**config.mk**
```make
export PLATFORM = sky130hd
export DESIGN_NAME = voxel_face_cull_mesher
export DESIGN_NICKNAME = d
export VERILOG_FILES = /design/src/rtl/vfcm_pkg.sv /design/src/rtl/voxel_face_cull_mesher.sv /design/src/rtl/vfcm_front.sv /design/src/rtl/vfcm_queue.sv /design/src/rtl/vfcm_back.sv
export SDC_FILE = /design/constraint.sdc
export NUM_CORES = 1
export LEC_CHECK = 0
export BUFFER_PORTS_ARGS = -buffer_cell sky130_fd_sc_hd__buf_2
export CORE_UTILIZATION = 58
export DETAILED_ROUTE_END_ITERATION = 8
export PLACE_DENSITY = 0.79
export SYNTH_ARGS = -nofsm -noshare
export SYNTH_HDL_FRONTEND = slang
export SYNTH_SLANG_ARGS = --single-unit
```
**constraint.sdc**
```tcl
create_clock -name clk -period 5 [get_ports clk]
set_input_delay 1 -clock clk [delete_from_list [all_inputs] [get_ports clk]]
set_output_delay 1 -clock clk [all_outputs]
set_load 0.05 [all_outputs]
```
**src/rtl/vfcm_pkg.sv**
```systemverilog
package vfcm_pkg;

  // voxel classes
  typedef enum logic [1:0] {
    CLASS_AIR    = 2'd0,
    CLASS_OPAQUE = 2'd1,
    CLASS_PLANT  = 2'd2,
    CLASS_LIQUID = 2'd3
  } vox_class_t;

  // mesh codes on mesh_select
  localparam logic [1:0] MESH_OPAQUE = 2'd0;
  localparam logic [1:0] MESH_PLANT  = 2'd1;
  localparam logic [1:0] MESH_WATER  = 2'd2;

  // face order: back, front, left, right, top, bottom
  localparam int NUM_FACES = 6;
  localparam logic [2:0] FACE_TOP = 3'd4;

  localparam int COUNT_W     = 20;
  localparam int POS_W       = 15;
  localparam int TEX_W       = 8;
  localparam int QUEUE_DEPTH = 4;

  // corner code raise/lower marks for water
  localparam logic [2:0] WATER_RAISED  = 3'd4;
  localparam logic [2:0] WATER_LOWERED = 3'd5;

  // one classified voxel waiting for the quad emitter
  typedef struct packed {
    logic [POS_W-1:0]           pos_word;
    logic [1:0]                 cls;
    logic [NUM_FACES-1:0]       face_mask;
    logic                       liquid_above;
    logic [NUM_FACES*TEX_W-1:0] textures;
    logic                       chunk_start;
  } desc_t;

  localparam logic [4:0] SOLID_CORNER [0:5][0:3] = '{
    '{5'h02, 5'h07, 5'h14, 5'h11},
    '{5'h0F, 5'h1C, 5'h19, 5'h0A},
    '{5'h03, 5'h10, 5'h1D, 5'h0E},
    '{5'h06, 5'h0B, 5'h18, 5'h15},
    '{5'h10, 5'h15, 5'h1A, 5'h1F},
    '{5'h03, 5'h0E, 5'h09, 5'h04}
  };

  localparam logic [4:0] LIQUID_CORNER [0:5][0:3] = '{
    '{5'h02, 5'h07, 5'h14, 5'h11},
    '{5'h0F, 5'h1C, 5'h19, 5'h0A},
    '{5'h03, 5'h11, 5'h1C, 5'h0E},
    '{5'h06, 5'h0B, 5'h18, 5'h15},
    '{5'h10, 5'h15, 5'h1A, 5'h1F},
    '{5'h03, 5'h0E, 5'h09, 5'h04}
  };

  // bit k set: corner k is a top corner of the face
  localparam logic [3:0] LIQUID_TOP_MASK [0:5] = '{
    4'hC, 4'h6, 4'h6, 4'hC, 4'hF, 4'h0
  };

  localparam logic [4:0] PLANT_CORNER [0:1][0:3] = '{
    '{5'h10, 5'h19, 5'h0A, 5'h03},
    '{5'h14, 5'h1D, 5'h0E, 5'h07}
  };

  // corner byte of one vertex
  function automatic logic [7:0] corner_word(
    input logic [1:0] cls,
    input logic [2:0] face,
    input logic [1:0] corner,
    input logic       liquid_above
  );
    logic [3:0] top_mask;
    logic [2:0] mark;
    top_mask = LIQUID_TOP_MASK[face];
    if (top_mask[corner] && (face == FACE_TOP || !liquid_above)) begin
      mark = WATER_RAISED;
    end else begin
      mark = WATER_LOWERED;
    end
    case (cls)
      CLASS_PLANT:  corner_word = {3'b000, PLANT_CORNER[face[0]][corner]};
      CLASS_LIQUID: corner_word = {mark, LIQUID_CORNER[face][corner]};
      default:      corner_word = {3'b000, SOLID_CORNER[face][corner]};
    endcase
  endfunction

endpackage

```
**src/rtl/voxel_face_cull_mesher.sv**
```systemverilog
// Voxel face-culling mesher.
// Input channel: one voxel per beat, taken at a rising edge with push high and
// full low. Output channel: one quad per beat; the oldest quad sits on the
// result ports while empty is low and leaves at an edge with pop high.
// A voxel gives zero to six quads: two for a plant, one per visible face for
// opaque or liquid, none for air. last marks the final quad of a voxel.
// A pushed voxel passes the queue slot and the emitter's descriptor register
// before its first quad reaches the output register. Throughput: the quad
// emitter makes one quad per cycle while the output is empty or popped; a voxel
// holds it until done, and the next voxel loads in the cycle of its last quad.
// The front classifies voxels into a small queue (QUEUE_DEPTH entries), so
// input keeps flowing while the emitter works or the receiver stalls; with
// pop low the result ports hold, the queue fills and full rises.
// Reset (rst, synchronous) empties the queue and output stage and clears the
// three vertex counters. chunk_start on a voxel, air included, clears all
// counters before that voxel's quads.
module voxel_face_cull_mesher #(
  parameter int QUEUE_DEPTH = vfcm_pkg::QUEUE_DEPTH
) (
  input  logic        clk,
  input  logic        rst,
  input  logic        push,
  output logic        full,
  input  logic [3:0]  pos_x,
  input  logic [6:0]  pos_y,
  input  logic [3:0]  pos_z,
  input  logic [1:0]  block_class,
  input  logic [11:0] neighbor_classes,
  input  logic        above_outside,
  input  logic [47:0] face_textures,
  input  logic        chunk_start,
  output logic        empty,
  input  logic        pop,
  output logic [1:0]  mesh_select,
  output logic [19:0] quad_base_index,
  output logic [31:0] vertex_0,
  output logic [31:0] vertex_1,
  output logic [31:0] vertex_2,
  output logic [31:0] vertex_3,
  output logic        last
);
  import vfcm_pkg::*;

  localparam int CNT_W = $clog2(QUEUE_DEPTH + 1);

  desc_t             front_desc;
  desc_t             head_desc;
  logic              q_empty;
  logic              q_pop;
  logic [CNT_W-1:0]  q_count;

  // classify
  vfcm_front u_front (
    .pos_x            (pos_x),
    .pos_y            (pos_y),
    .pos_z            (pos_z),
    .block_class      (block_class),
    .neighbor_classes (neighbor_classes),
    .above_outside    (above_outside),
    .face_textures    (face_textures),
    .chunk_start      (chunk_start),
    .desc             (front_desc)
  );

  // decoupling queue
  vfcm_queue #(
    .DEPTH (QUEUE_DEPTH)
  ) u_queue (
    .clk   (clk),
    .rst   (rst),
    .push  (push),
    .din   (front_desc),
    .pop   (q_pop),
    .dout  (head_desc),
    .full  (full),
    .empty (q_empty),
    .count (q_count)
  );

  // quad emitter
  vfcm_back u_back (
    .clk             (clk),
    .rst             (rst),
    .desc            (head_desc),
    .desc_valid      (!q_empty),
    .desc_pop        (q_pop),
    .empty           (empty),
    .pop             (pop),
    .mesh_select     (mesh_select),
    .quad_base_index (quad_base_index),
    .vertex_0        (vertex_0),
    .vertex_1        (vertex_1),
    .vertex_2        (vertex_2),
    .vertex_3        (vertex_3),
    .last            (last)
  );

  // checks
  a_base_aligned: assert property (@(posedge clk) disable iff (rst)
    !empty |-> quad_base_index[1:0] == 2'b00)
    else $error("quad base index not a multiple of four");

  a_mesh_code: assert property (@(posedge clk) disable iff (rst)
    !empty |-> (mesh_select == MESH_OPAQUE || mesh_select == MESH_PLANT ||
                mesh_select == MESH_WATER))
    else $error("bad mesh code");

  a_queue_bound: assert property (@(posedge clk) disable iff (rst)
    q_count <= CNT_W'(QUEUE_DEPTH))
    else $error("queue overfilled");

  a_water_marks: assert property (@(posedge clk) disable iff (rst)
    (!empty && mesh_select == MESH_WATER) |->
      ((vertex_0[31:29] == WATER_RAISED || vertex_0[31:29] == WATER_LOWERED) &&
       !vertex_0[15]))
    else $error("water corner mark out of range");

endmodule

```
**src/rtl/vfcm_front.sv**
```systemverilog
module vfcm_front (
  input  logic [3:0]            pos_x,
  input  logic [6:0]            pos_y,
  input  logic [3:0]            pos_z,
  input  logic [1:0]            block_class,
  input  logic [11:0]           neighbor_classes,
  input  logic                  above_outside,
  input  logic [47:0]           face_textures,
  input  logic                  chunk_start,
  output vfcm_pkg::desc_t       desc
);
  import vfcm_pkg::*;

  logic [NUM_FACES-1:0] visible;
  logic                 liquid_above;

  // a face shows when the neighbor class differs from our own
  always_comb begin
    for (int f = 0; f < NUM_FACES; f++) begin
      visible[f] = (neighbor_classes[2*f +: 2] != block_class);
    end
    liquid_above = above_outside || (neighbor_classes[9:8] == CLASS_LIQUID);
  end

  // build the descriptor for the emitter
  always_comb begin
    desc.pos_word     = {pos_y, pos_z, pos_x};
    desc.cls          = block_class;
    desc.liquid_above = liquid_above;
    desc.textures     = face_textures;
    desc.chunk_start  = chunk_start;
    case (block_class)
      CLASS_PLANT: desc.face_mask = 6'b000011;
      CLASS_AIR:   desc.face_mask = '0;
      default:     desc.face_mask = visible;
    endcase
  end

endmodule

```
**src/rtl/vfcm_queue.sv**
```systemverilog
module vfcm_queue #(
  parameter int DEPTH = vfcm_pkg::QUEUE_DEPTH
) (
  input  logic                     clk,
  input  logic                     rst,
  input  logic                     push,
  input  vfcm_pkg::desc_t          din,
  input  logic                     pop,
  output vfcm_pkg::desc_t          dout,
  output logic                     full,
  output logic                     empty,
  output logic [$clog2(DEPTH+1)-1:0] count
);
  import vfcm_pkg::*;

  localparam int PTR_W = (DEPTH > 1) ? $clog2(DEPTH) : 1;
  localparam int CNT_W = $clog2(DEPTH + 1);
  localparam logic [PTR_W-1:0] LAST_PTR = PTR_W'(DEPTH - 1);
  localparam logic [CNT_W-1:0] FULL_CNT = CNT_W'(DEPTH);

  desc_t            slots [DEPTH];
  logic [PTR_W-1:0] wr_ptr;
  logic [PTR_W-1:0] rd_ptr;
  logic             do_push;
  logic             do_pop;

  assign full    = (count == FULL_CNT);
  assign empty   = (count == '0);
  assign do_push = push && !full;
  assign do_pop  = pop && !empty;
  assign dout    = slots[rd_ptr];

  // storage
  always_ff @(posedge clk) begin
    if (do_push) begin
      slots[wr_ptr] <= din;
    end
  end

  // pointers and fill count
  always_ff @(posedge clk) begin
    if (rst) begin
      wr_ptr <= '0;
      rd_ptr <= '0;
      count  <= '0;
    end else begin
      if (do_push) begin
        wr_ptr <= (wr_ptr == LAST_PTR) ? '0 : wr_ptr + 1'b1;
      end
      if (do_pop) begin
        rd_ptr <= (rd_ptr == LAST_PTR) ? '0 : rd_ptr + 1'b1;
      end
      if (do_push && !do_pop) begin
        count <= count + 1'b1;
      end else if (do_pop && !do_push) begin
        count <= count - 1'b1;
      end
    end
  end

endmodule

```
**src/rtl/vfcm_back.sv**
```systemverilog
module vfcm_back (
  input  logic            clk,
  input  logic            rst,
  input  vfcm_pkg::desc_t desc,
  input  logic            desc_valid,
  output logic            desc_pop,
  output logic            empty,
  input  logic            pop,
  output logic [1:0]      mesh_select,
  output logic [19:0]     quad_base_index,
  output logic [31:0]     vertex_0,
  output logic [31:0]     vertex_1,
  output logic [31:0]     vertex_2,
  output logic [31:0]     vertex_3,
  output logic            last
);
  import vfcm_pkg::*;

  desc_t                cur;
  logic                 active;
  logic [NUM_FACES-1:0] remain;
  logic                 out_valid;

  logic [COUNT_W-1:0]   opaque_count;
  logic [COUNT_W-1:0]   plant_count;
  logic [COUNT_W-1:0]   water_count;

  logic [2:0]           sel_face;
  logic [NUM_FACES-1:0] sel_bit;
  logic                 is_last;
  logic                 emit;
  logic                 load;
  logic [1:0]           mesh;
  logic [COUNT_W-1:0]   base;
  logic [TEX_W-1:0]     tex;
  logic [31:0]          vtx [4];

  // lowest pending face first
  always_comb begin
    sel_face = '0;
    for (int f = NUM_FACES - 1; f >= 0; f--) begin
      if (remain[f]) begin
        sel_face = 3'(f);
      end
    end
    sel_bit = NUM_FACES'(1) << sel_face;
    is_last = ((remain & ~sel_bit) == '0);
  end

  assign emit     = active && (!out_valid || pop);
  assign load     = desc_valid && (!active || (emit && is_last));
  assign desc_pop = load;
  assign empty    = !out_valid;

  // mesh, counter and texture of the current quad
  always_comb begin
    case (cur.cls)
      CLASS_PLANT: begin
        mesh = MESH_PLANT;
        base = plant_count;
      end
      CLASS_LIQUID: begin
        mesh = MESH_WATER;
        base = water_count;
      end
      default: begin
        mesh = MESH_OPAQUE;
        base = opaque_count;
      end
    endcase
    tex = cur.textures[TEX_W-1:0];
    if (cur.cls != CLASS_PLANT) begin
      for (int f = 0; f < NUM_FACES; f++) begin
        if (sel_face == 3'(f)) begin
          tex = cur.textures[TEX_W*f +: TEX_W];
        end
      end
    end
    for (int i = 0; i < 4; i++) begin
      vtx[i] = {corner_word(cur.cls, sel_face, 2'(i), cur.liquid_above),
                tex, 1'b0, cur.pos_word};
    end
  end

  // descriptor walk
  always_ff @(posedge clk) begin
    if (rst) begin
      active <= 1'b0;
    end else if (load) begin
      active <= (desc.face_mask != '0);
    end else if (emit && is_last) begin
      active <= 1'b0;
    end
  end

  always_ff @(posedge clk) begin
    if (load) begin
      cur    <= desc;
      remain <= desc.face_mask;
    end else if (emit) begin
      remain <= remain & ~sel_bit;
    end
  end

  // vertex counters; a chunk start clears all three
  always_ff @(posedge clk) begin
    if (rst) begin
      opaque_count <= '0;
      plant_count  <= '0;
      water_count  <= '0;
    end else if (load && desc.chunk_start) begin
      opaque_count <= '0;
      plant_count  <= '0;
      water_count  <= '0;
    end else if (emit) begin
      case (mesh)
        MESH_PLANT: plant_count  <= plant_count + COUNT_W'(4);
        MESH_WATER: water_count  <= water_count + COUNT_W'(4);
        default:    opaque_count <= opaque_count + COUNT_W'(4);
      endcase
    end
  end

  // output register
  always_ff @(posedge clk) begin
    if (rst) begin
      out_valid <= 1'b0;
    end else if (emit) begin
      out_valid <= 1'b1;
    end else if (pop) begin
      out_valid <= 1'b0;
    end
  end

  always_ff @(posedge clk) begin
    if (emit) begin
      mesh_select     <= mesh;
      quad_base_index <= base;
      vertex_0        <= vtx[0];
      vertex_1        <= vtx[1];
      vertex_2        <= vtx[2];
      vertex_3        <= vtx[3];
      last            <= is_last;
    end
  end

endmodule

```
Word-level counts from Yosys, hierarchy flattened
Memory sizes are Yosys's and may differ from the RTL's. A register that Yosys moved wholly into a read port is not among the register bits.
Cells that the tools add are included.

cells by class
  reduce and logical (&&, ||, !) cells = 36
  $add $sub $neg = 7
  equality and inequality tests = 21
  bitwise gates (word level) = 5
  magnitude comparators = 2
  mux-type cells = 46
  shifts and indexed selects = 1

operators with widths
  operator                                       count
  two-way mux 20 bit                             6
  one-hot mux 8 bit (2 select lines)             4
  adder 20 x 3 -> 20 bit, second input constant  3
  two-way mux 8 bit                              6
  one-hot mux 20 bit (2 select lines)            1
  two-way mux 3 bit                              8
  two-way mux 18 bit                             1
  == test 2 bit, second input constant           7
  logical AND 1 bit                              12
  two-way mux 6 bit                              2
  inequality test 2 bit                          6
  one-hot mux 6 bit (2 select lines)             1
  two-way mux 1 bit                              10
  == test 3 bit, second input constant           3
  two-way mux 2 bit                              4
  two-way mux 4 bit                              2
  nonzero test 2 bit                             4
  logical NOT 1 bit                              7
  bitwise AND 6 bit                              1
  == test 3 x 2 -> 1 bit, second input constant  2
  logical NOT 6 bit                              1
  NOT 6 bit                                      1
  AND reduction 2 bit                            3
  nonzero test 6 bit                             1
  other kinds (17)                               22

word-level totals
  bits in writable memories = 292
  logic and storage cells = 142
  ROM bits = 352
  output and inout port bits = 153
  flip-flop bits (word level) = 288
  memories = 4

memories
  memory           depth  width  read ports  clocked after memory_dff  wr ports  RTL line          RTL
  u_queue.slots    4      73     1           1                         1         vfcm_queue.sv:21  desc_t slots [DEPTH];
  (no name shown)  8      20     1           0                         0         vfcm_pkg.sv:84    CLASS_LIQUID: corner_word = {mark, LIQUID_CORNER[face][corner]};
  (no name shown)  8      20     1           0                         0         vfcm_pkg.sv:85    default: corner_word = {3'b000, SOLID_CORNER[face][corner]};
  (no name shown)  8      4      1           0                         0         vfcm_pkg.sv:76    top_mask = LIQUID_TOP_MASK[face];

Depth between registers and ports, before layout
Gate-level depths: netlist of run 1.

  word-level depth = 17
  depth in mapped cells = 20
  depth with buffers taken out = 16

Modules after synthesis
From an unflattened synthesis of run 1, not the netlist that was laid out.

second synthesis, totals
  cell total of the unflattened synthesis = 1274
  area total of the unflattened synthesis = 20389.6 um^2

modules (own cells, without submodules)
  module                  area each (um^2)  cells an instance  instances
  vfcm_queue              11033.1           431                1
  vfcm_back               8722.1            758                1
  vfcm_front              630.6             84                 1
  voxel_face_cull_mesher  3.8               1                  1

Least setup slack after synthesis of run 1
Ideal clock, no wire load.

  kind = register -> register
  from = register u_back.remain[4]
  to = register u_queue.count[2]
  cell stages (with the launch flop) = 21
  buffers on the path = 4
  slack = 1.263 ns
  data required time = 4.929 ns
  data arrival time = 3.666 ns
  path through = edfxtp_1 > clkbuf_1 > nor2b_1 > o21bai_1 > a21o_1 > clkbuf_1 > inv_1 > ha_1 > clkbuf_1 > nand2b_1 > nand4_1 > o21ai_4 > and2_1 > buf_6 > inv_4 > ha_1 > inv_1 > fa_1 > xor2_1 > or3_1 > a21oi_1

between the ends
  word-level cells in the longest chain between the ends = 16
  elaborated cells on any way between the ends = 18
  classes of those cells = 1 x shift; 6 x mux; 2 x bitwise; 9 x reduce/logical

RTL lines
  element                                                  RTL line          RTL
  from (decl)                                              vfcm_back.sv:21   logic [NUM_FACES-1:0] remain;
  from (signal assigned)                                   vfcm_back.sv:99   remain <= desc.face_mask;
  from (signal assigned)                                   vfcm_back.sv:101  remain <= remain & ~sel_bit;
  two-way mux 3 bit (5 in a row)                           vfcm_back.sv:42   if (remain[f]) begin
  << shifter 1 x 3 -> 6 bit                                vfcm_back.sv:46   sel_bit = NUM_FACES'(1) << sel_face;
  NOT 6 bit                                                vfcm_back.sv:47   is_last = ((remain & ~sel_bit) == '0);
  bitwise AND 6 bit *                                      vfcm_back.sv:47
  logical NOT 6 bit *                                      vfcm_back.sv:47
  logical AND 1 bit *                                      vfcm_back.sv:51   assign load = desc_valid && (!active || (emit && is_last));
  logical OR 1 bit *                                       vfcm_back.sv:51
  logical AND 1 bit *                                      vfcm_back.sv:51
  logical AND 1 bit *                                      vfcm_queue.sv:30  assign do_pop = pop && !empty;
  logical NOT 1 bit                                        vfcm_queue.sv:53  if (do_push && !do_pop) begin
  logical AND 1 bit                                        vfcm_queue.sv:53
  two-way mux 3 bit or nonzero test 2 bit (tied branches)  n/a
  to (signal assigned)                                     vfcm_queue.sv:54  count <= count + 1'b1;
  to (signal assigned)                                     vfcm_queue.sv:56  count <= count - 1'b1;
  to (decl)                                                vfcm_queue.sv:12  output logic [$clog2(DEPTH+1)-1:0] count

Every way passes the cells marked *; elsewhere a longest branch is shown, timed or not.
A chain may end at the register's enable or synchronous reset.

Final worst setup path of run 1
  from = register u_back.remain[3]
  to = register u_queue.count[2]

between the ends
  word-level cells in the longest chain between the ends = 15
  elaborated cells on any way between the ends = 17
  classes of those cells = 1 x shift; 5 x mux; 2 x bitwise; 9 x reduce/logical

RTL lines
  element                                                  RTL line
  two-way mux 3 bit (4 in a row)                           vfcm_back.sv:42
  << shifter 1 x 3 -> 6 bit                                vfcm_back.sv:46
  NOT 6 bit                                                vfcm_back.sv:47
  bitwise AND 6 bit *                                      vfcm_back.sv:47
  logical NOT 6 bit *                                      vfcm_back.sv:47
  logical AND 1 bit *                                      vfcm_back.sv:51
  logical OR 1 bit *                                       vfcm_back.sv:51
  logical AND 1 bit *                                      vfcm_back.sv:51
  logical AND 1 bit *                                      vfcm_queue.sv:30
  logical NOT 1 bit                                        vfcm_queue.sv:53
  logical AND 1 bit                                        vfcm_queue.sv:53
  two-way mux 3 bit or nonzero test 2 bit (tied branches)  n/a

Marked as above.

==> parameters.txt, run 1 <==
Parameter                              Value

Clocking
  Post-cts hold buffer count ... 0
  Buffer type at the clock tree root ... sky130_fd_sc_hd__clkbuf_16
  Number of buffers created by CTS ... 48
  Number of resized instances in the post-cts repair step ... 0
  CTS max path bufs ... 3
  Number of H-tree levels ... 2
  CTS tree ... done
  CTS clk-pin slew, worst paths ... 0.06 ns
  Worst skew pair latency ... 0.57 ns
  Post-CTS setup repair buffer count ... 0
  Number of sinks on the clock net ... 495

Cells and area
  Synth-to-layout area growth ... 13.2%
  ANT cells ... 0
  Layout Nets ... 1,454
  Share of final-layout standard cells stronger than drive strength 1 ... 0.293
  Count of fill cells added during filler insertion ... 2,239
  Final core area utilization ... 0.669

Yosys
  Most common flop cell mapped by yosys ... sky130_fd_sc_hd__edfxtp_1
  Summed instance area of the synthesized netlist ... 0.0198 mm^2
  Share of flip-flops with an asynchronous set or reset ... 0
  Number of synthesized flops with an enable pin ... 430
  Count of state elements after synthesis ... 495
  Number of distinct library cells after synthesis ... 62
  Cells after Synth ... 1,194
  Synthesis Warnings ... 0
  Per-instance average area after synthesis ... 16.6 um^2
  Post-synthesis sequential area ratio ... 0.717

Worst setup path
  Worst setup SP type ... register
  Crit-path max FO ... 14
  Origin of the critical flop-to-flop path ... u_back.remain[3]
  Critical Path End Type ... register
  WP data arrival ... 4.38 ns
  Classification of the worst setup path ... reg -> reg
  Worst path required time ... 5.48 ns
  Setup crit start ... u_back.remain[3]
  FF-to-FF setup slack ... 1.11 ns

Placed design
  Placed wire-length estimate after detailed placement ... 24,500 um
  Weighted congestion at the end of routability-driven global placement ... 0.879
  I/O Buffers ... 225

Timing
  Setup repair after global routing missed its margin ... false
  Final count of negative-setup-slack endpoints ... 0
  Minimum clock period after layout ... 3.89 ns
  TNS Setup ... 0 ns
  Worst slew margin relative to its limit ... 0.205
  Maximum clock rate ... 0.257 GHz
  Part of the cycle the worst path needs ... 0.778
  Final Max Tran Viols ... 0
  Worst clock skew on the final layout ... 0.0158 ns
  Number of endpoints with negative hold slack in the final report ... 0
  Final Hold Slack ... 0.421 ns
  Slew @ Worst Pin ... 1.18 ns

Floorplanning
  IO Pins ... 236
  Cell Rows ... 67
  CORE AREA ... 0.0335 mm^2
  Die Y ... 187 um
  Die X ... 187 um
  Effective utilization at floorplan ... 0.591
  Overall die area ... 0.0349 mm^2

Routing
  Average wire length per cell after detail routing ... 21.0 um
  Routed Antenna Nets ... 0
  Detailed-route wire length ... 38,800 um
  Vias per inst ... 5.79
  DR pass1 iterations ... 5
  Detailed-route DRC error count ... 0
  Via count ... 10,700
  Initial detailed-routing violation count ... 813

Global route
  Vias in the first global route ... 10,600
  Met1 global-route usage ... 0.290
  Maximum number of pins on one net before global-route repair ... 71
  Global-route wire length before repair ... 60,100 um
  Global-route total usage across every layer ... 0.224
  Number of antenna violations at the first check in global routing ... 1
  GR Util met2 ... 0.387
  Global-route layer with the greatest usage ... met2
  Global route overflow ... 0
  Met3 capacity usage during global routing ... 0.0377

Status
  Result of the run ... complete, no violations

Power and ir drop
  Static Leak ... 0.00791 uW
  Total power divided by cell area ... 662 mW/mm^2
  VDD IR max ... 0.656 mV

Job
  Max cap viols ... 0

Worst hold path
  Beginning of the worst hold path ... u_back.cur[68]
  Hold WC Path Type ... reg -> reg
[metal layers]
layer  up-vias  wire, um
met5         -        11
met4         2      1110
met3        88      2320
met2       421     19900
met1      5373     15500
li1       4799         -
[Yosys cell counts, drive strengths merged, types with 2 or more instances]
| cell type | count | area (um^2) |
|---|---|---|
| nand2b | 9 | 56.3 |
| nand3 | 28 | 140 |
| nor2 | 88 | 333 |
| buf | 109 | 757 |
| and4 | 5 | 43.8 |
| nand4 | 15 | 93.8 |
| clkbuf | 31 | 116 |
| nor4b | 2 | 17.5 |
| nand3b | 4 | 30.0 |
| dfxtp | 65 | 1300 |
| a21oi | 53 | 269 |
| ha | 14 | 175 |
| inv | 18 | 70.1 |
| a311oi | 3 | 26.3 |
| a31oi | 4 | 25.0 |
| and2 | 15 | 93.8 |
| a221oi | 4 | 35.0 |
| a22oi | 4 | 30.0 |
| or4 | 2 | 15.0 |
| mux2 | 5 | 56.3 |
| nand2 | 35 | 131 |
| a22o | 3 | 26.3 |
| and3 | 14 | 87.6 |
| edfxtp | 430 | 12900 |
| o31ai | 4 | 30.0 |
| nor4 | 7 | 73.8 |
| or3 | 4 | 25.0 |
| o21ai | 20 | 111 |
| mux4 | 73 | 1640 |
| xor2 | 44 | 385 |
| xnor2 | 12 | 105 |
| a21boi | 4 | 30.0 |
| mux2i | 26 | 260 |
| o221ai | 4 | 35.0 |
| nor3 | 4 | 20.0 |
| nor2b | 11 | 68.8 |
| a21o | 5 | 37.5 |
[final cells by class]
class,instances,area (um^2),area share
Clock buffer,60,1270,0.0565
Clock inverter,30,330,0.0147
Tap cell,448,561,0.0250
Multi-Input combinational cell,549,4710,0.210
Sequential cell,495,14200,0.634
Inverter,19,73.8,0.00329
Timing Repair Buffer,243,1260,0.0562
[where the power goes]
group | internal (uW) | switching (uW)
Combinational | 1400 | 3610
Clock | 2120 | 1510
Sequential | 5690 | 512
[logic make-up after synthesis]
group                      Yosys count  synth area share
AOI/OAI and AO/OA                  118            0.0378
buffers and inverters              159            0.0478
other                                1          0.000189
muxes                              104            0.0989
adders and majority gates           15           0.00985
xor gates and xnor gates            56            0.0248
and+or+nand+nor                    246            0.0633
DFF                                495             0.717
[critical path, cell delays in order, from the launching register on]
cell	delay, ns
sky130_fd_sc_hd__edfxtp_1	0.50
sky130_fd_sc_hd__o21ai_0	0.48
sky130_fd_sc_hd__inv_1	0.16
sky130_fd_sc_hd__ha_1	0.40
sky130_fd_sc_hd__nand2b_1	0.24
sky130_fd_sc_hd__a32oi_1	0.37
sky130_fd_sc_hd__o21ai_4	0.13
sky130_fd_sc_hd__and2_4	0.20
sky130_fd_sc_hd__inv_4	0.08
sky130_fd_sc_hd__ha_1	0.18
sky130_fd_sc_hd__inv_1	0.07
sky130_fd_sc_hd__fa_1	0.38
sky130_fd_sc_hd__xor2_1	0.17
sky130_fd_sc_hd__or3_1	0.30
sky130_fd_sc_hd__a21oi_1	0.15
[final timing paths]
| path | to | cells past startpoint |
|---|---|---|
| hold / removal | u_back.vertex_0[10] | 0 |
| setup reg to reg | u_queue.count[2] | 14 |
| setup / recovery | u_queue.count[2] | 14 |
| hold reg to reg | u_back.vertex_0[10] | 0 |
[metrics by stage]
stage | instance area [um^2] | instances | power, uW | worst slack (ns)
2_1_floorplan | 19800 | 1203 | 10300 | 1.26
3_3_place_gp | 20800 | 1754 | 11200 | 1.27
3_5_place_dp | 20800 | 1754 | 11300 | 1.17
4_1_cts | 22400 | 1844 | 14900 | 1.11
5_1_grt | 22400 | 1844 | 15400 | 0.767
6_report | 22400 | 1844 | 14900 | 1.11
[state kept, by name (all words and copies together), names as in the netlist, named ones only]
name,cells
u_queue.count,3
u_back.cur,66
u_back.active,1
u_back.vertex_2,5
u_back.mesh_select,2
u_back.last,1
u_back.out_valid,1
u_back.water_count,18
u_queue.rd_ptr,2
u_back.remain,6
u_back.quad_base_index,18
u_back.vertex_3,5
u_back.vertex_0,29
u_back.opaque_count,18
u_queue.slots,292
u_queue.wr_ptr,2
u_back.vertex_1,6
u_back.plant_count,18
[cell usage in the layout, fill, tap and decap left out, types with 12 or more instances in the layout]
cell type | synthesis | layout
sky130_fd_sc_hd__mux4_2 | 73 | 73
sky130_fd_sc_hd__ha_1 | 14 | 14
sky130_fd_sc_hd__clkbuf_16 | 0 | 49
sky130_fd_sc_hd__xnor2_1 | 12 | 12
sky130_fd_sc_hd__inv_1 | 17 | 17
sky130_fd_sc_hd__mux2i_1 | 26 | 26
sky130_fd_sc_hd__o21ai_0 | 18 | 18
sky130_fd_sc_hd__edfxtp_1 | 430 | 430
sky130_fd_sc_hd__nand3_1 | 28 | 28
sky130_fd_sc_hd__buf_2 | 17 | 225
sky130_fd_sc_hd__buf_4 | 85 | 18
sky130_fd_sc_hd__and3_1 | 14 | 14
sky130_fd_sc_hd__xor2_1 | 44 | 44
sky130_fd_sc_hd__dfxtp_1 | 65 | 63
sky130_fd_sc_hd__nor2_1 | 87 | 87
sky130_fd_sc_hd__nand4_1 | 15 | 15
sky130_fd_sc_hd__a21oi_1 | 52 | 52
sky130_fd_sc_hd__nand2_1 | 35 | 35
Power figures use the tool's default switching activity.
==> run 2, diff against run 1 <==
==> constraint.sdc (replaced) <==
create_clock -name clk -period 4 [get_ports clk]
set_input_delay 0.8 -clock clk [delete_from_list [all_inputs] [get_ports clk]]
set_output_delay 0.8 -clock clk [all_outputs]
set_load 0.05 [all_outputs]
==> run 2 against run 1 <==
  * Hold slack gained 0.0014 ns
  * Clock power grew 19%
  * Cell count grew 0.33%
  * Routed wire length is essentially flat
  * Die area is the same
  * Combinational power grew 26%
  * Register-to-register slack lost 0.69 ns
  * Via count shrank 0.94%
  * Global-route usage shrank 0.13 points
  * Core utilization is essentially flat
  * Non-clock buffer count grew 6
  * Sequential power grew 25%
==> parameters.txt, run 2 (synthesis results as in run 1) <==
Parameter                              Value

Status
  Result of the run ... complete, no violations

Routing
  Routed Antenna Nets ... 0 (unchanged)
  Average wire length per cell after detail routing ... 20.9 um (-0.37%)
  Initial detailed-routing violation count ... 717 (-12%)
  Detailed-route wire length ... 38,800 um (about the same)
  Via count ... 10,600 (-0.94%)
  Vias per inst ... 5.72 (-1.3%)
  DR pass1 iterations ... 5 (unchanged)
  Detailed-route DRC error count ... 0 (unchanged)

Worst setup path
  Crit-path max FO ... 8 (-6)
  Worst setup SP type ... register
  Classification of the worst setup path ... reg -> reg
  WP data arrival ... 4.09 ns (-0.29 ns)
  Cell depth of the worst flop-to-flop path ... 15 (+1)
  Peak per-stage delay on the critical path ... 0.52 ns (+0.02 ns)
  Buffers & Inverters on Critical Path ... 2 (-1)
  Cell family with the largest share of critical-path delay ... compound AO/OA/AOI/OAI gates
  Most used cell, CP ... sky130_fd_sc_hd__ha_1
  Origin of the critical flop-to-flop path ... u_back.remain[4]
  FF-to-FF setup slack ... 0.41 ns (-0.69 ns)
  Critical-path top delay cell ... sky130_fd_sc_hd__edfxtp_1
  Critical Path End Type ... register
  Worst path required time ... 4.50 ns (-0.98 ns)
  Cell chain of the critical path ... nor2b_1 > o21bai_1 > a21o_1 > ha_1 > nand2b_1 > a32oi_1 > o21ai_4 > and2_4 > inv_4 > ha_1 > inv_1 > fa_1 > xor2_1 > or3_1 > a21oi_1
  FF-to-FF End ... u_queue.count[2]

Clocking
  Buffer type at the clock tree root ... sky130_fd_sc_hd__clkbuf_16
  Number of buffers created by CTS ... 48 (unchanged)
  CTS tree ... done
  Number of sinks on the clock net ... 495 (unchanged)
  Post-cts hold buffer count ... 0 (unchanged)
  Worst skew pair latency ... 0.57 ns (about the same)
  CTS max path bufs ... 3 (unchanged)
  CTS clk-pin slew, worst paths ... 0.06 ns (about the same)
  Post-CTS setup repair buffer count ... 0 (unchanged)
  Number of resized instances in the post-cts repair step ... 0 (unchanged)
  Number of H-tree levels ... 2 (unchanged)

Worst hold path
  Hold WC Path Type ... reg -> reg
  Worst hold path endpoint ... u_back.vertex_0[14]
  Beginning of the worst hold path ... u_back.cur[72]
  Number of stages on the worst hold path ... 0 (unchanged)

Timing
  Worst clock skew on the final layout ... 0.0237 ns (+0.00788 ns)
  Final count of negative-setup-slack endpoints ... 0 (unchanged)
  Setup repair after global routing missed its margin ... false
  Minimum clock period after layout ... 3.59 ns (-0.305 ns)
  Final Max Tran Viols ... 0 (unchanged)
  Worst slew margin relative to its limit ... 0.348 (+0.144)
  Number of endpoints with negative hold slack in the final report ... 0 (unchanged)
  TNS Setup ... 0 ns (unchanged)
  Part of the cycle the worst path needs ... 0.897 (+0.118)
  Maximum clock rate ... 0.279 GHz (+8.5%)
  Slew @ Worst Pin ... 0.977 ns (-0.199 ns)

Power and ir drop
  Total power divided by cell area ... 819 mW/mm^2 (+24%)
  Static Leak ... 0.00792 uW (about the same)
  VDD IR max ... 0.936 mV (+43%)

Global route
  Maximum number of pins on one net before global-route repair ... 71 (unchanged)
  Global route overflow ... 0 (unchanged)
  Global-route wire length before repair ... 59,400 um (-1.1%)
  Number of antenna violations at the first check in global routing ... 1 (unchanged)
  Vias in the first global route ... 10,600 (-0.53%)
  Global-route total usage across every layer ... 0.223 (-0.00128)

Cells and area
  Share of final-layout standard cells stronger than drive strength 1 ... 0.293 (-0.000332)
  Biggest registers after layout ... u_queue.slots: 292 flops, u_back.cur: 66 flops, u_back.vertex_0: 29 flops
  Highest-count cells in the layout ignoring fill and taps ... sky130_fd_sc_hd__edfxtp_1, sky130_fd_sc_hd__buf_2, sky130_fd_sc_hd__nor2_1
  Most common library cell in the layout ignoring fill and taps ... sky130_fd_sc_hd__edfxtp_1
  Register with the most flip-flops ... u_queue.slots
  Max reg flops ... 292 (unchanged)
  Layout Nets ... 1,460 (+0.41%)
  Count of fill cells added during filler insertion ... 2,258 (+0.85%)
  Final std cells w/o fill ... 1,850 (+0.33%)
  Synth-to-layout area growth ... 13.2% (about the same)

Floorplanning
  Overall die area ... 0.0349 mm^2 (unchanged)
  CORE AREA ... 0.0335 mm^2 (unchanged)
  Die X ... 187 um (unchanged)
  Cell Rows ... 67 (unchanged)
  Die Y ... 187 um (unchanged)
  IO Pins ... 236 (unchanged)
  Effective utilization at floorplan ... 0.591 (unchanged)

Placed design
  Number of instances in the placed design ... 1,760 (+0.34%)
  I/O Buffers ... 225 (unchanged)
  Weighted congestion at the end of routability-driven global placement ... 0.836 (-4.9%)
  Placed wire-length estimate after detailed placement ... 24,900 um (+1.4%)

Job
  Max cap viols ... 0 (unchanged)
run 2: changes by cell type in the layout (fill, tap and decap cells not counted), moves of 2 or more:
cell,delta
sky130_fd_sc_hd__buf_12,+4
sky130_fd_sc_hd__buf_4,+2
sky130_fd_sc_hd__clkbuf_1,+3
sky130_fd_sc_hd__bufinv_16,-4
sky130_fd_sc_hd__clkbuf_8,+2
run 2: area by class of cell:
type	count	area, um^2	share of cell area
Sequential cell	495	14200	0.634
Clock inverter	24	201	0.00898
Tap cell	448	561	0.0250
Inverter	19	73.8	0.00329
Timing Repair Buffer	249	1360	0.0605
Multi-Input combinational cell	549	4710	0.210
Antenna cell	1	2.50	0.000112
Clock buffer	65	1310	0.0582
run 2: report_power, final:
part           switching [uW]  leakage, uW  total (uW)  internal (uW)
logic                    4510      0.00266        6290           1780
clock network            1880     0.000733        4320           2440
registers                 633      0.00452        7740           7110
total                    7030      0.00792       18400          11300
run 2: per-layer routing:
metal	track usage	vias to the layer above	part of all wire
met2	0.396	399	0.52
met4	0.0586	2	0.018
met3	0.0392	61	0.067
met5	0	-	0.00031
li1	-	4820	-
met1	0.284	5301	0.39
run 2: how the worst max path moves through the flow:
stage,cells past startpoint,endpoint,start,slack (ns)
after global routing,15,u_queue.count[2],u_back.remain[4],0.17
final,15,u_queue.count[2],u_back.remain[4],0.41
after global placement,15,u_queue.count[2],u_back.remain[4],0.60
after CTS,15,u_queue.count[2],u_back.remain[4],0.43
after detailed placement,15,u_queue.count[2],u_back.remain[4],0.48
after floorplan,20,u_queue.count[2],u_back.remain[4],0.26
run 2: per-stage QoR:
stage,cell area (um^2),power (uW),utilization,hold WS [ns],setup slack (ns)
global route,22400,19100,0.669,0.425,0.165
finish,22400,18400,0.669,0.422,0.413
global placement,20900,14000,0.624,0.404,0.600
CTS,22400,18500,0.669,0.422,0.430
floorplan,19800,12800,-,0.400,0.263
detailed placement,20900,14100,0.624,0.408,0.479
==> run 3, diff against run 2 <==
--- a/config.mk
+++ b/config.mk
@@ -6,9 +6,9 @@
 export NUM_CORES = 1
 export LEC_CHECK = 0
 export BUFFER_PORTS_ARGS = -buffer_cell sky130_fd_sc_hd__buf_2
-export CORE_UTILIZATION = 58
+export CORE_UTILIZATION = 60
 export DETAILED_ROUTE_END_ITERATION = 8
-export PLACE_DENSITY = 0.79
+export PLACE_DENSITY = 0.82
 export SYNTH_ARGS = -nofsm -noshare
 export SYNTH_HDL_FRONTEND = slang
 export SYNTH_SLANG_ARGS = --single-unit
==> constraint.sdc (replaced) <==
create_clock -name clk -period 4.44 [get_ports clk]
set_input_delay 0.888 -clock clk [delete_from_list [all_inputs] [get_ports clk]]
set_output_delay 0.888 -clock clk [all_outputs]
set_load 0.05 [all_outputs]
==> run 3 against run 2 <==
  * Hold slack got worse by 0.011 ns
  * Register-to-register slack improved by 0.06 ns
  * Sequential share of layout area increased by 0.34 points
  * Non-clock buffer count decreased by 7
  * Die area fell by 3.3%
  * Clock power is 13% lower
  * Power fell by 10%
  * Global-route usage up 1.4 points
  * Critical endpoint unchanged
  * Combinational power down 9.5%
  * Sequential cell count is the same
==> parameters.txt, run 3 (synthesis results as in run 1) <==
Parameter                              Value

Placed design
  Pre-CTS setup slack ... 0.525 ns (+0.0462 ns)
  Placed wire-length estimate after detailed placement ... 24,900 um (+0.13%)
  Instance area after placement ... 0.0209 mm^2 (-0.29%)
  I/O Buffers ... 225 (unchanged)
  Weighted congestion at the end of routability-driven global placement ... 0.897 (+7.3%)

Global route
  Number of antenna violations at the first check in global routing ... 3 (+2)
  Global-route wire length before repair ... 59,100 um (-0.57%)
  Global-route total usage across every layer ... 0.237 (+0.0141)
  Global route overflow ... 0 (unchanged)
  GR Util met2 ... 0.402 (+0.00646)
  Maximum number of pins on one net before global-route repair ... 69 (-2.8%)
  Met3 capacity usage during global routing ... 0.0469 (+0.00774)
  Met1 global-route usage ... 0.307 (+0.0232)
  Global-route layer with the greatest usage ... met2
  Vias in the first global route ... 10,300 (-2.4%)

Routing
  Initial detailed-routing violation count ... 921 (+28%)
  DR pass1 iterations ... 7 (+2)
  Average wire length per cell after detail routing ... 21.6 um (+3.1%)
  Detailed-route DRC error count ... 0 (unchanged)
  Routed Antenna Nets ... 0 (unchanged)
  Vias per inst ... 5.80 (+1.5%)
  Via count ... 10,700 (+0.64%)
  Detailed-route wire length ... 39,600 um (+2.2%)

Cells and area
  Final core area utilization ... 0.686 (+0.0168)
  Synth-to-layout area growth ... 12.6%
  Post-layout instance area ... 0.0223 mm^2 (-0.54%)
  Most common library cell in the layout ignoring fill and taps ... sky130_fd_sc_hd__edfxtp_1
  Max reg flops ... 292 (unchanged)
  Biggest registers after layout ... u_queue.slots: 292 flops, u_back.cur: 66 flops, u_back.vertex_0: 29 flops
  Layout Nets ... 1,453 (-0.48%)
  Count of fill cells added during filler insertion ... 2,130 (-5.7%)
  Highest-count cells in the layout ignoring fill and taps ... sky130_fd_sc_hd__edfxtp_1, sky130_fd_sc_hd__buf_2, sky130_fd_sc_hd__nor2_1
  Area of combinational cells with multiple inputs ... 0.00471 mm^2 (unchanged)
  Share of final-layout standard cells stronger than drive strength 1 ... 0.284 (-0.00817)
  Register with the most flip-flops ... u_queue.slots
  Storage element area ... 0.0142 mm^2 (unchanged)

Clocking
  CTS clk-pin slew, worst paths ... 0.06 ns (about the same)
  Worst skew pair latency ... 0.55 ns (-0.02 ns)
  Number of resized instances in the post-cts repair step ... 0 (unchanged)
  Buffer type at the clock tree root ... sky130_fd_sc_hd__clkbuf_16
  Number of buffers created by CTS ... 48 (unchanged)
  Number of H-tree levels ... 2 (unchanged)
  Number of sinks on the clock net ... 495 (unchanged)
  CTS max path bufs ... 3 (unchanged)
  CTS tree ... done
  Post-cts hold buffer count ... 0 (unchanged)
  Post-CTS setup repair buffer count ... 0 (unchanged)

Worst hold path
  Hold WC Path Type ... reg -> reg
  Worst hold path endpoint ... u_back.vertex_0[5]
  Beginning of the worst hold path ... u_back.cur[63]
  Number of stages on the worst hold path ... 0 (unchanged)

Timing
  Setup repair after global routing missed its margin ... false
  Number of endpoints with negative hold slack in the final report ... 0 (unchanged)
  Worst slew margin relative to its limit ... 0.142 (-0.207)
  Part of the cycle the worst path needs ... 0.893 (-0.00391)
  Worst Slack Setup Final ... 0.476 ns (+0.0628 ns)
  Worst clock skew on the final layout ... 0.0169 ns (-0.00678 ns)
  Minimum clock period after layout ... 3.96 ns (+0.377 ns)
  TNS Setup ... 0 ns (unchanged)
  Final count of negative-setup-slack endpoints ... 0 (unchanged)
  Maximum clock rate ... 0.252 GHz (-9.5%)
  Slew @ Worst Pin ... 1.27 ns (+0.292 ns)
  Final Max Tran Viols ... 0 (unchanged)

Worst setup path
  WP data arrival ... 4.44 ns (+0.35 ns)
  FF-to-FF setup slack ... 0.48 ns (+0.06 ns)
  Worst setup SP type ... register
  Classification of the worst setup path ... reg -> reg
  Critical-path top delay cell ... sky130_fd_sc_hd__o21ai_0
  Cell depth of the worst flop-to-flop path ... 14 (-1)
  Origin of the critical flop-to-flop path ... u_back.remain[2]
  Crit-path max FO ... 14 (+6)
  Critical Path End Type ... register
  Peak per-stage delay on the critical path ... 0.52 ns (about the same)
  FF-to-FF End ... u_queue.count[2]
  Cell chain of the critical path ... o21ai_0 > inv_1 > ha_1 > nand2b_1 > a32oi_1 > o21ai_4 > and2_4 > inv_4 > ha_1 > inv_1 > fa_1 > xor2_1 > or3_1 > a21oi_1
  Worst path required time ... 4.91 ns (+0.41 ns)

Status
  Result of the run ... complete, no violations

Power and ir drop
  Sequential share of power ... 0.425 (+0.003)
  Internal power component ... 10,100 uW (-11%)
  Share of total power in combinational logic ... 0.346 (+0.003)
  Static Leak ... 0.00784 uW (-0.93%)
  Fraction of power consumed by the clock network ... 0.229 (-0.006)
  Switching power as a share of total power ... 0.384 (+0.00172)
  VDD IR max ... 0.573 mV (-39%)
  Net Sw Power ... 6320 uW (-10%)
  Total power divided by cell area ... 737 mW/mm^2 (-10%)

Floorplanning
  Overall die area ... 0.0338 mm^2 (-3.3%)
  Die X ... 184 um (-1.7%)
  Die Y ... 184 um (-1.7%)
  CORE AREA ... 0.0325 mm^2 (-3.0%)
  Effective utilization at floorplan ... 0.609 (+0.0181)
  Cell Rows ... 66 (-1.5%)
  IO Pins ... 236 (unchanged)

Job
  Max cap viols ... 0 (unchanged)
run 3: layout make-up:
class / instances / share of cell area
diodes: 1 / 0.000112
clock buffers: 75 / 0.0616
clock inverters: 12 / 0.00325
inverters: 19 / 0.00331
multi-input cells: 549 / 0.211
flip-flops and latches: 495 / 0.637
well taps: 442 / 0.0248
repair buffers: 242 / 0.0584
run 3: how the worst max path moves through the flow:
stage / start / endpoint / slack, ns / depth (start not counted)
after global routing: u_back.remain[3] / u_queue.count[2] / 0.25 / 14
after global placement: u_back.remain[3] / u_queue.count[2] / 0.67 / 14
final: u_back.remain[2] / u_queue.count[2] / 0.48 / 14
after detailed placement: u_back.remain[2] / u_queue.count[2] / 0.53 / 14
after CTS: u_back.remain[2] / u_queue.count[2] / 0.51 / 14
after floorplan: u_back.remain[4] / u_queue.count[2] / 0.70 / 20
run 3: metrics by stage:
| stage | cells | power [uW] | hold WS (ns) |
|---|---|---|---|
| CTS | 1834 | 16500 | 0.410 |
| global route | 1835 | 17100 | 0.419 |
| floorplan | 1203 | 11600 | 0.400 |
| global placement | 1747 | 12600 | 0.401 |
| detailed placement | 1747 | 12700 | 0.405 |
| finish | 1835 | 16400 | 0.411 |
run 3: layer usage:
layer / wire [um] / up-vias
li1: - / 4804
met1: 15200 / 5232
met2: 20000 / 521
met3: 3170 / 90
met4: 1230 / 4
met5: 28 / -
run 3: power groups by stage:
stage               clock, uW  combinational (uW)  sequential, uW
floorplan                   0                3860            7700
global placement            0                5530            7030
detailed placement          0                5650            7070
CTS                      3820                5700            6990
global route             3980                6020            7090
finish                   3760                5690            6990
run 3: worst max-delay path, delay by kind of cell (launching register included):
| family | cells | cell delay [ns] |
|---|---|---|
| buf+inv | 3 | 0.31 |
| compound gates | 4 | 1.17 |
| fa+ha+maj | 3 | 0.97 |
| flops | 1 | 0.49 |
| simple gates | 3 | 0.77 |
| xor+xnor | 1 | 0.17 |
